`config.mk`:
```
export PLATFORM = sky130hd
export DESIGN_NAME = rhc_check
export DESIGN_NICKNAME = d
export VERILOG_FILES = /design/src/sv/rhc_pkg.sv /design/src/sv/rhc_check.sv
export SDC_FILE = /design/constraint.sdc
export NUM_CORES = 1
export LEC_CHECK = 0
export BUFFER_PORTS_ARGS = -buffer_cell sky130_fd_sc_hd__buf_4
export CAP_MARGIN = 40
export CORE_MARGIN = 2
export CORE_UTILIZATION = 41
export DETAILED_ROUTE_END_ITERATION = 8
export PLACE_DENSITY = 0.9
export SLEW_MARGIN = 20
export SYNTH_ARGS = -nofsm -noshare
export SYNTH_HDL_FRONTEND = slang
export SYNTH_SLANG_ARGS = --single-unit
```
`constraint.sdc`:
```
create_clock -name vclk -period 5.45
set_input_delay 0.545 -clock vclk [all_inputs]
set_output_delay 0.545 -clock vclk [all_outputs]
set_load 0.01 [all_outputs]
```
`src/sv/rhc_pkg.sv`:
```
// ----------------------------------------------------------------------------
// rhc_pkg
// Types and constants shared by the readout header checker modules.
// ----------------------------------------------------------------------------
package rhc_pkg;

   // Datagram size limits in bytes.
   localparam logic [13:0] SIZE_MIN = 14'd5;
   localparam logic [13:0] SIZE_MAX = 14'd8972;

   // Cookie carried little-endian in header bytes two to four.
   localparam logic [23:0] COOKIE_VALUE = 24'h535345;

   // Required value of the pad byte and of the version byte.
   localparam logic [7:0] PAD_VALUE     = 8'h00;
   localparam logic [7:0] VERSION_VALUE = 8'h00;

   typedef enum logic [1:0] {
      ST_OK        = 2'd0,
      ST_NO_BUFFER = 2'd1,
      ST_SIZE_ERR  = 2'd2,
      ST_HDR_ERR   = 2'd3
   } status_type;

   typedef enum logic [3:0] {
      CAUSE_NONE    = 4'd0,
      CAUSE_BUFFER  = 4'd1,
      CAUSE_SIZE    = 4'd2,
      CAUSE_PAD     = 4'd3,
      CAUSE_VERSION = 4'd4,
      CAUSE_COOKIE  = 4'd5,
      CAUSE_LENGTH  = 4'd6,
      CAUSE_TYPE    = 4'd7,
      CAUSE_QUEUE   = 4'd8
   } cause_type;

   // Outcome of the header checks for one datagram.
   typedef struct packed {
      logic        accept;
      status_type  status;
      cause_type   cause;
      logic [15:0] payload_length;
   } verdict_type;

endpackage

```
`src/sv/rhc_check.sv`:
```
// ----------------------------------------------------------------------------
// rhc_check
// Ordered header checks for one datagram; the first failing check decides.
// ----------------------------------------------------------------------------
module rhc_check #(
   parameter int QUEUE_COUNT  = 32,
   parameter int HEADER_BYTES = 30
) (
   input  logic                      buffer_present,
   input  logic [13:0]               packet_size,
   input  logic [7:0]                pad_byte,
   input  logic [7:0]                version_byte,
   input  logic [23:0]               cookie_word,
   input  logic [7:0]                packet_type,
   input  logic [15:0]               total_length,
   input  logic [7:0]                queue_index,
   input  logic [7:0]                expected_type,
   output rhc_pkg::verdict_type      verdict
);

   localparam logic [13:0] HDR_SIZE = 14'(HEADER_BYTES);
   localparam logic [15:0] HDR_LEN  = 16'(HEADER_BYTES);
   localparam logic [8:0]  Q_LIMIT  = 9'(QUEUE_COUNT);

   always_comb begin
      verdict.accept         = 1'b0;
      verdict.payload_length = '0;
      if (!buffer_present || packet_size == '0) begin
         verdict.status = rhc_pkg::ST_NO_BUFFER;
         verdict.cause  = rhc_pkg::CAUSE_BUFFER;
      end else if (packet_size < rhc_pkg::SIZE_MIN || packet_size > rhc_pkg::SIZE_MAX) begin
         verdict.status = rhc_pkg::ST_SIZE_ERR;
         verdict.cause  = rhc_pkg::CAUSE_SIZE;
      end else if (pad_byte != rhc_pkg::PAD_VALUE) begin
         verdict.status = rhc_pkg::ST_HDR_ERR;
         verdict.cause  = rhc_pkg::CAUSE_PAD;
      end else if (version_byte != rhc_pkg::VERSION_VALUE) begin
         verdict.status = rhc_pkg::ST_HDR_ERR;
         verdict.cause  = rhc_pkg::CAUSE_VERSION;
      end else if (cookie_word != rhc_pkg::COOKIE_VALUE) begin
         verdict.status = rhc_pkg::ST_HDR_ERR;
         verdict.cause  = rhc_pkg::CAUSE_COOKIE;
      end else if (packet_size < HDR_SIZE) begin
         verdict.status = rhc_pkg::ST_SIZE_ERR;
         verdict.cause  = rhc_pkg::CAUSE_SIZE;
      end else if ({2'b00, packet_size} < total_length || total_length < HDR_LEN) begin
         verdict.status = rhc_pkg::ST_SIZE_ERR;
         verdict.cause  = rhc_pkg::CAUSE_LENGTH;
      end else if (packet_type != expected_type) begin
         verdict.status = rhc_pkg::ST_HDR_ERR;
         verdict.cause  = rhc_pkg::CAUSE_TYPE;
      end else if ({1'b0, queue_index} >= Q_LIMIT) begin
         verdict.status = rhc_pkg::ST_HDR_ERR;
         verdict.cause  = rhc_pkg::CAUSE_QUEUE;
      end else begin
         verdict.status         = rhc_pkg::ST_OK;
         verdict.cause          = rhc_pkg::CAUSE_NONE;
         verdict.accept         = 1'b1;
         verdict.payload_length = total_length - HDR_LEN;
      end
   end

endmodule

```
==> results of run 1 <==
-- cells in the final DEF, fill, tap and decap left out, types with 2 or more instances in the layout --
| cell | synthesis | routed |
|---|---|---|
| nand2_1 | 14 | 14 |
| ha_1 | 14 | 14 |
| a211oi_1 | 3 | 3 |
| a21o_1 | 3 | 3 |
| nor2_1 | 3 | 3 |
| nand4_1 | 7 | 7 |
| a21oi_1 | 6 | 6 |
| o21ai_0 | 4 | 4 |
| xor2_1 | 8 | 8 |
| nor4_1 | 11 | 11 |
| or3_1 | 3 | 3 |
| nand3_1 | 9 | 9 |
| o31ai_1 | 2 | 2 |
| nor4bb_1 | 2 | 2 |
| and2_1 | 3 | 3 |
| and3_1 | 3 | 3 |
| xnor2_1 | 11 | 11 |
| buf_4 | 1 | 112 |
| nor4b_1 | 2 | 2 |
| nor3_2 | 9 | 9 |
| nor3_1 | 10 | 10 |
| inv_1 | 17 | 17 |
-- where the power goes --
part,total [mW],internal [mW],switching [mW]
Combinational,0.113,0.0667,0.0460
Sequential,0,0,0
Clock,0,0,0
Total,0.113,0.0667,0.0460
-- synthesized netlist by cell type, drive strengths merged (3+ instances only) --
library cell | n | area (sq um)
ha | 14 | 175.2
nand2 | 14 | 52.55
a21o | 4 | 31.28
or3 | 3 | 18.77
xnor2 | 11 | 96.34
xor2 | 8 | 70.07
nor3 | 20 | 156.4
and2 | 3 | 18.77
inv | 18 | 67.56
buf | 4 | 43.79
nor4 | 11 | 68.82
o21ai | 4 | 20.02
nand3 | 9 | 45.04
nand4 | 7 | 43.79
nor2 | 3 | 11.26
and3 | 3 | 18.77
a21oi | 6 | 30.03
a211oi | 3 | 22.52
-- worst max-delay path, stage by stage --
cell and delay (ns):
buf_4 0.11, xor2_1 0.15, nor4_1 0.55, and3_1 0.27
nand3_1 0.54, nor4_1 0.76, a21boi_0 0.29, buf_4 0.16
-- final cells by class --
| cell class | instances | area share |
|---|---|---|
| Multi-Input combinational cell | 145 | 0.5347 |
| Timing Repair Buffer | 112 | 0.4130 |
| Inverter | 18 | 0.03319 |
| Tap cell | 31 | 0.01905 |
-- final timing paths --
| check | slack (ns) | startpoint | endpoint | depth (start not counted) |
|---|---|---|---|---|
| max | 1.52 | expected_type[5] | verdict[10] | 8 |
| min | 1.39 | total_length[0] | verdict[0] | 3 |
-- layer usage --
layer  global-route usage  vias up
li1                     -      848
met1               0.2848      759
met2               0.4545       91
met3              0.03571       10
met4              0.06645        0
met5                    0        -
-- logic make-up (layout without fill, tap and decap cells) --
logic type | after synthesis | in the layout | share of synthesized area
and+or+nand+nor | 82 | 82 | 0.4328
AOI/OAI and AO/OA | 29 | 29 | 0.1867
buffers and inverters | 22 | 130 | 0.09280
xor gates and xnor gates | 19 | 19 | 0.1387
adders and majority gates | 14 | 14 | 0.1460
other | 1 | 1 | 0.003125
-- stage by stage --
step,hold slack (ns),utilization,instance area (sq um)
detailed placement,1.388,0.7382,2036
floorplan,1.123,-,1200
global placement,1.378,0.7382,2036
CTS,1.388,0.7382,2036
global route,1.407,0.7382,2036
finish,1.388,0.7382,2036
==> run_results.csv, run 1 <==
group,metric,value,unit
final_layout,design.seq.count,0,
final_layout,final_cells,306,
power,finalPower,0.1127,mW
flow_run,cap_violations,0,
worst_setup_path,start_kind,"input port",
yosys,syn_area,0.001200,sq mm
final_layout,area_growth,69.66,%
placed_design,port-buffer-count,112,
yosys,netlist_instances,167,
detailed_routing,maxUsedRoutingLayer,"met4",
detailed_routing,routed_via_density,5.582,
placed_design,globalplace.congestion,0.8229,
sta,relSlewSlack,0.4719,
hold_path,hold_class,"in2out",
global_routing,antenna_found_initial,0,
detailed_routing,drc,0,
global_routing,grt_max_degree,15,
final_layout,finalNetCount,386,
final_layout,antennaDiodeCount,0,
floorplan,coreArea,0.002758,sq mm
final_layout,multi_input_area,0.001089,sq mm
sta,tightest_slew,0.7900,ns
placed_design,dp_slack,1.493,ns
power,p_leak,0.9894,nW
worst_setup_path,worst-setup-path-type,"in2out",
final_layout,fillers,237,
floorplan,io_pins,118,
detailed_routing,wl_met2,2080,um
global_routing,grt_overflow_total,0,
sta,max_freq,0.2547,GHz
global_routing,grt_pass1_wl,6693,um
detailed_routing,drt-met1-wl,1614,um
sta,rsz0062_at_grt,"false",
floorplan,dieArea,0.003375,sq mm
detailed_routing,wire_per_inst,13.63,um
global_routing,grt_pass1_vias,1624,
sta,setup_tns,0,ns
power,ir_drop,0.04063,mV
floorplan,core.rowCount,19,
placed_design,hpwl,3817,um
yosys,ys_warn_count,0,
final_layout,drive_gt1_frac,0.4655,
sta,period_share,0.7205,
yosys,ys_seq_area_frac,0,
floorplan,start_util,0.4351,
yosys,syn_area_per_cell,7.185,sq um
sta,hold_viol_final,0,
clock_tree,cts_resized,0,
run_status,status,"finished, final reports clean",
worst_setup_path,cp-end-kind,"primary output",
worst_setup_path,cp_max_fo,13,
worst_setup_path,worst_ep_required_time,4.91,ns
detailed_routing,wl,4171,um
floorplan,die-height,58.10,um
detailed_routing,route.met3.wl,374,um
detailed_routing,vias,1708,
final_layout,regArea,0,sq um
global_routing,grtUsageTotal,0.2431,
yosys,yosysUniqueCellTypes,44,
sta,drv_slew,0,
final_layout,n_clock_buffer,0,
sta,setup_ws,1.523,ns
floorplan,die_w,58.10,um
detailed_routing,drt-initial-drc-count,62,
sta,finalSetupViolations,0,
clock_tree,hold_buffers,0,
detailed_routing,dr.pass1.iters,4,
placed_design,dp_cells,306,
clock_tree,postCtsSetupBuffers,0,
yosys,syn-num-nets,276,
power,power.density,55.37,mW/mm^2
worst_setup_path,critPathArrivalTime,3.38,ns
detailed_routing,ant_nets,0,
sta,min_period,3.927,ns
No activity file was read; power rests on OpenSTA's default activity.
==> inputs of run 2 (changes only) <==
Settings changed: CORE_UTILIZATION 41 to 35, PLACE_DENSITY 0.9 to 0.82.
Clock period 5.45 ns to 3.22 ns, I/O delays scaled along.
==> run 2 against run 1 <==
  * Sequential share of layout area is the same
  * Clock-buffer cell count is the same
  * Worst setup slack lost 1.2 ns
  * Die area grew 16%
  * Core utilization shrank 11 points
  * First-iteration DRC count grew 16%
  * Global-route usage shrank 5.2 points
  * Non-clock buffer count grew 4
  * Total power grew 70%
==> run_results.csv, run 2 (synthesized netlist as in run 1, its figures left out) <==
group,metric,value,unit
final_layout,final_cells,325,
final_layout,n_clock_buffer,0,
placed_design,globalplace.congestion,0.8748,
global_routing,grtUsageTotal,0.1913,
sta,drv_slew,0,
power,ir_drop,0.04434,mV
placed_design,port-buffer-count,112,
global_routing,grt_pass1_vias,1562,
sta,min_period,2.933,ns
placed_design,hpwl,3752,um
clock_tree,postCtsSetupBuffers,0,
placed_design,dpl-instance-area,0.002085,sq mm
detailed_routing,ant_nets,0,
floorplan,coreArea,0.003311,sq mm
flow_run,cap_violations,0,
placed_design,dp_cells,325,
final_layout,fin_area,0.002085,sq mm
sta,rsz0062_at_grt,"false",
detailed_routing,dr.pass1.iters,4,
detailed_routing,vias,1683,
power,p_leak,1.007,nW
floorplan,dieArea,0.003913,sq mm
final_layout,regArea,0,sq um
final_layout,fin_util,0.6296,
sta,hold_viol_final,0,
sta,period_share,0.9110,
floorplan,io_pins,118,
floorplan,die-height,62.55,um
hold_path,hold_depth,3,
sta,setup_tns,0,ns
final_layout,layout_commonest_cell,"buf_4",
clock_tree,hold_buffers,0,
worst_setup_path,worst_ep_required_time,2.90,ns
detailed_routing,drc,0,
detailed_routing,wire_per_inst,12.51,um
worst_setup_path,cp-end-kind,"primary output",
worst_setup_path,start_kind,"input port",
worst_setup_path,crit_chain,"buf_4 -> or4_4 -> o2111a_1 -> a221oi_4 -> inv_2 -> or3_1 -> buf_4 -> nor3_2 -> buf_4",
global_routing,grt_max_degree,13,
global_routing,antenna_found_initial,0,
final_layout,finalNetCount,390,
floorplan,start_util,0.3624,
final_layout,drive_gt1_frac,0.4731,
final_layout,antennaDiodeCount,0,
sta,finalSetupViolations,0,
sta,max_freq,0.3409,GHz
hold_path,hold_class,"in2out",
worst_setup_path,cp_max_fo,10,
global_routing,grt_pass1_wl,6472,um
power,power.density,91.94,mW/mm^2
worst_setup_path,crit_path_start,"packet_size[6]",
global_routing,grt_overflow_total,0,
worst_setup_path,critPathArrivalTime,2.61,ns
hold_path,hp-start,"total_length[1]",
run_status,status,"finished, final reports clean",
worst_setup_path,crit_path_top_delay_cell,"or4_4",
final_layout,layout_common_cells,"buf_4, inv_1, nand2_1, ha_1",
worst_setup_path,worst-setup-path-type,"in2out",
final_layout,area_growth,73.72,%
floorplan,die_w,62.55,um
worst_setup_path,slowest_delay,0.54,ns
final_layout,design.seq.count,0,
detailed_routing,wl,4067,um
power,finalPower,0.1916,mW
detailed_routing,drt-initial-drc-count,72,
worst_setup_path,crit_top_cell,"buf_4",
detailed_routing,routed_via_density,5.178,
sta,relSlewSlack,0.5524,
clock_tree,cts_resized,0,
sta,tightest_slew,0.6652,ns
floorplan,core.rowCount,21,
## run 2: cell count changes in the layout (fill, tap and decap cells not counted)
cell,previous run,this run
buf_4,112,116
## run 2: where the power goes
part | switching (mW) | internal, mW | leakage, nW
registers | 0 | 0 | 0
logic | 0.0775 | 0.114 | 1.01
clock network | 0 | 0 | 0
## run 2: area by class of cell
| type | instances | area, sq um |
|---|---|---|
| multi-input cells | 145 | 1089 |
| repair buffers | 116 | 870.8 |
| fillers | 351 | 1226 |
| inverters | 18 | 67.56 |
| well taps | 46 | 57.56 |
## run 2: final timing paths
check,end,slack [ns]
min,verdict[1],0.94
max,verdict[13],0.29
## run 2: metal layers
layer | up-vias | global-route usage | part of all wire
met5 | - | 0 | 0
met4 | 0 | 0 | 0
met3 | 0 | 0.02162 | 0.062
met2 | 66 | 0.3858 | 0.53
met1 | 764 | 0.2263 | 0.40
li1 | 853 | - | -
## run 2: per-stage QoR
| step | hold WS (ns) | worst slack (ns) |
|---|---|---|
| 4_1_cts | 0.9369 | 0.2755 |
| 3_5_place_dp | 0.9378 | 0.2772 |
| 5_1_grt | 0.9500 | 0.1755 |
| 3_3_place_gp | 0.9320 | 0.3144 |
| 6_report | 0.9359 | 0.2866 |
| 2_1_floorplan | 0.6772 | 0.5006 |
## run 2: worst max-delay path, delay by kind of cell
kind,cells,cell delay [ns]
simple gates,3,1.19
compound gates,2,0.55
buf+inv,4,0.56
==> inputs of run 3 (changes only) <==
Settings changed: CORE_ASPECT_RATIO from default to 2.
==> run 3 against run 2 <==
  * Non-clock buffer count unchanged
  * Global-route usage up 3.4 points
  * Highest routed layer is now met4
  * Sequential cell count unchanged
  * Design area decreased by 0.84%
  * Critical path type unchanged
  * Largest power group unchanged
  * Critical path depth unchanged
==> run_results.csv, run 3 (synthesized netlist as in run 1, its figures left out) <==
group,metric,value,unit
run_status,status,"finished, final reports clean",
worst_setup_path,crit_path_start,"packet_size[6]",
power,pwr-share-seq,0,
detailed_routing,wire_per_inst,13.65,um
final_layout,design.seq.count,0,
worst_setup_path,start_kind,"input port",
floorplan,coreArea,0.003341,sq mm
sta,min_period,2.966,ns
final_layout,antennaDiodeCount,0,
floorplan,die_w,45.40,um
power,finalPower,0.1931,mW
global_routing,grt_max_degree,10,
final_layout,layout_commonest_cell,"buf_4",
power,power.density,93.42,mW/mm^2
final_layout,regArea,0,sq um
detailed_routing,ant_nets,0,
worst_setup_path,critPathArrivalTime,2.64,ns
hold_path,hp-start,"total_length[1]",
hold_path,hold_class,"in2out",
floorplan,dieArea,0.003941,sq mm
power,combPwrFrac,1.000,
floorplan,io_pins,118,
worst_setup_path,cp_max_fo,9,
detailed_routing,vias,1732,
detailed_routing,routed_via_density,5.569,
sta,finalSetupViolations,0,
sta,period_share,0.9212,
worst_setup_path,worst-setup-path-type,"in2out",
flow_run,cap_violations,0,
final_layout,fillers,314,
floorplan,start_util,0.3592,
placed_design,port-buffer-count,112,
final_layout,area_growth,72.26,%
sta,setup_tns,0,ns
global_routing,grt_pass1_wl,7044,um
clock_tree,cts_resized,0,
placed_design,hpwl,3930,um
power,switchingPower,0.07904,mW
worst_setup_path,cp-end-kind,"primary output",
power,ir_drop,0.04976,mV
detailed_routing,drt-initial-drc-count,22,
power,swShare,0.4093,
power,clkPwrFrac,0,
power,p_leak,1.007,nW
clock_tree,postCtsSetupBuffers,0,
sta,hold_viol_final,0,
worst_setup_path,worst_ep_required_time,2.90,ns
detailed_routing,drc,0,
sta,tightest_slew,0.6692,ns
placed_design,globalplace.congestion,0.8419,
sta,max_freq,0.3371,GHz
global_routing,antenna_found_initial,0,
final_layout,multi_input_area,0.001089,sq mm
clock_tree,hold_buffers,0,
sta,drv_slew,0,
final_layout,drive_gt1_frac,0.4731,
global_routing,grtUsageTotal,0.2254,
final_layout,layout_common_cells,"buf_4, inv_1, nand2_1, ha_1",
sta,relSlewSlack,0.5498,
detailed_routing,wl,4245,um
sta,rsz0062_at_grt,"false",
global_routing,grt_overflow_total,0,
final_layout,n_clock_buffer,0,
power,p_int,0.1141,mW
final_layout,finalNetCount,390,
floorplan,die-height,86.81,um
detailed_routing,dr.pass1.iters,4,
floorplan,core.rowCount,30,
global_routing,grt_pass1_vias,1806,
run 3: cell counts in the layout (fill, tap and decap cells not counted):
Identical to the previous run, type by type.
run 3: critical path, stage by stage:
cell and delay (ns):
buf_4 0.12, or4_4 0.53, o2111a_1 0.29, a221oi_4 0.25
inv_2 0.07, or3_1 0.49, buf_4 0.24, nor3_2 0.18
buf_4 0.14
run 3: power by group through the flow:
stage	Combinational [mW]	Clock (mW)	Sequential, mW
after global routing	0.214	0	0
after global placement	0.188	0	0
after CTS	0.194	0	0
after detailed placement	0.194	0	0
after floorplan	0.0757	0	0
final	0.193	0	0
run 3: layer usage:
| layer | GRT usage | up-vias | wire [um] |
|---|---|---|---|
| met4 | 0.05080 | 0 | 113 |
| met3 | 0.02083 | 8 | 257 |
| met5 | 0 | - | 0 |
| met2 | 0.4814 | 77 | 2653 |
| li1 | - | 852 | - |
| met1 | 0.1980 | 795 | 1220 |
run 3: metrics by stage:
stage	cells	cell area, sq um	hold slack, ns	setup WS, ns	util
2_1_floorplan	167	1200	0.6772	0.5006	-
3_3_place_gp	311	2067	0.9290	0.2849	0.6187
3_5_place_dp	311	2067	0.9297	0.2547	0.6187
4_1_cts	311	2067	0.9300	0.2514	0.6187
5_1_grt	311	2067	0.9418	0.1233	0.6187
6_report	311	2067	0.9284	0.2539	0.6187
run 3: area by class of cell:
class	count	area share
Multi-Input combinational cell	145	0.5266
Inverter	18	0.03269
Tap cell	32	0.01937
Timing Repair Buffer	116	0.4213
run 3: final timing paths:
| check | to | slack, ns | cells past startpoint |
|---|---|---|---|
| setup / recovery | verdict[6] | 0.25 | 9 |
| hold / removal | verdict[1] | 0.93 | 3 |
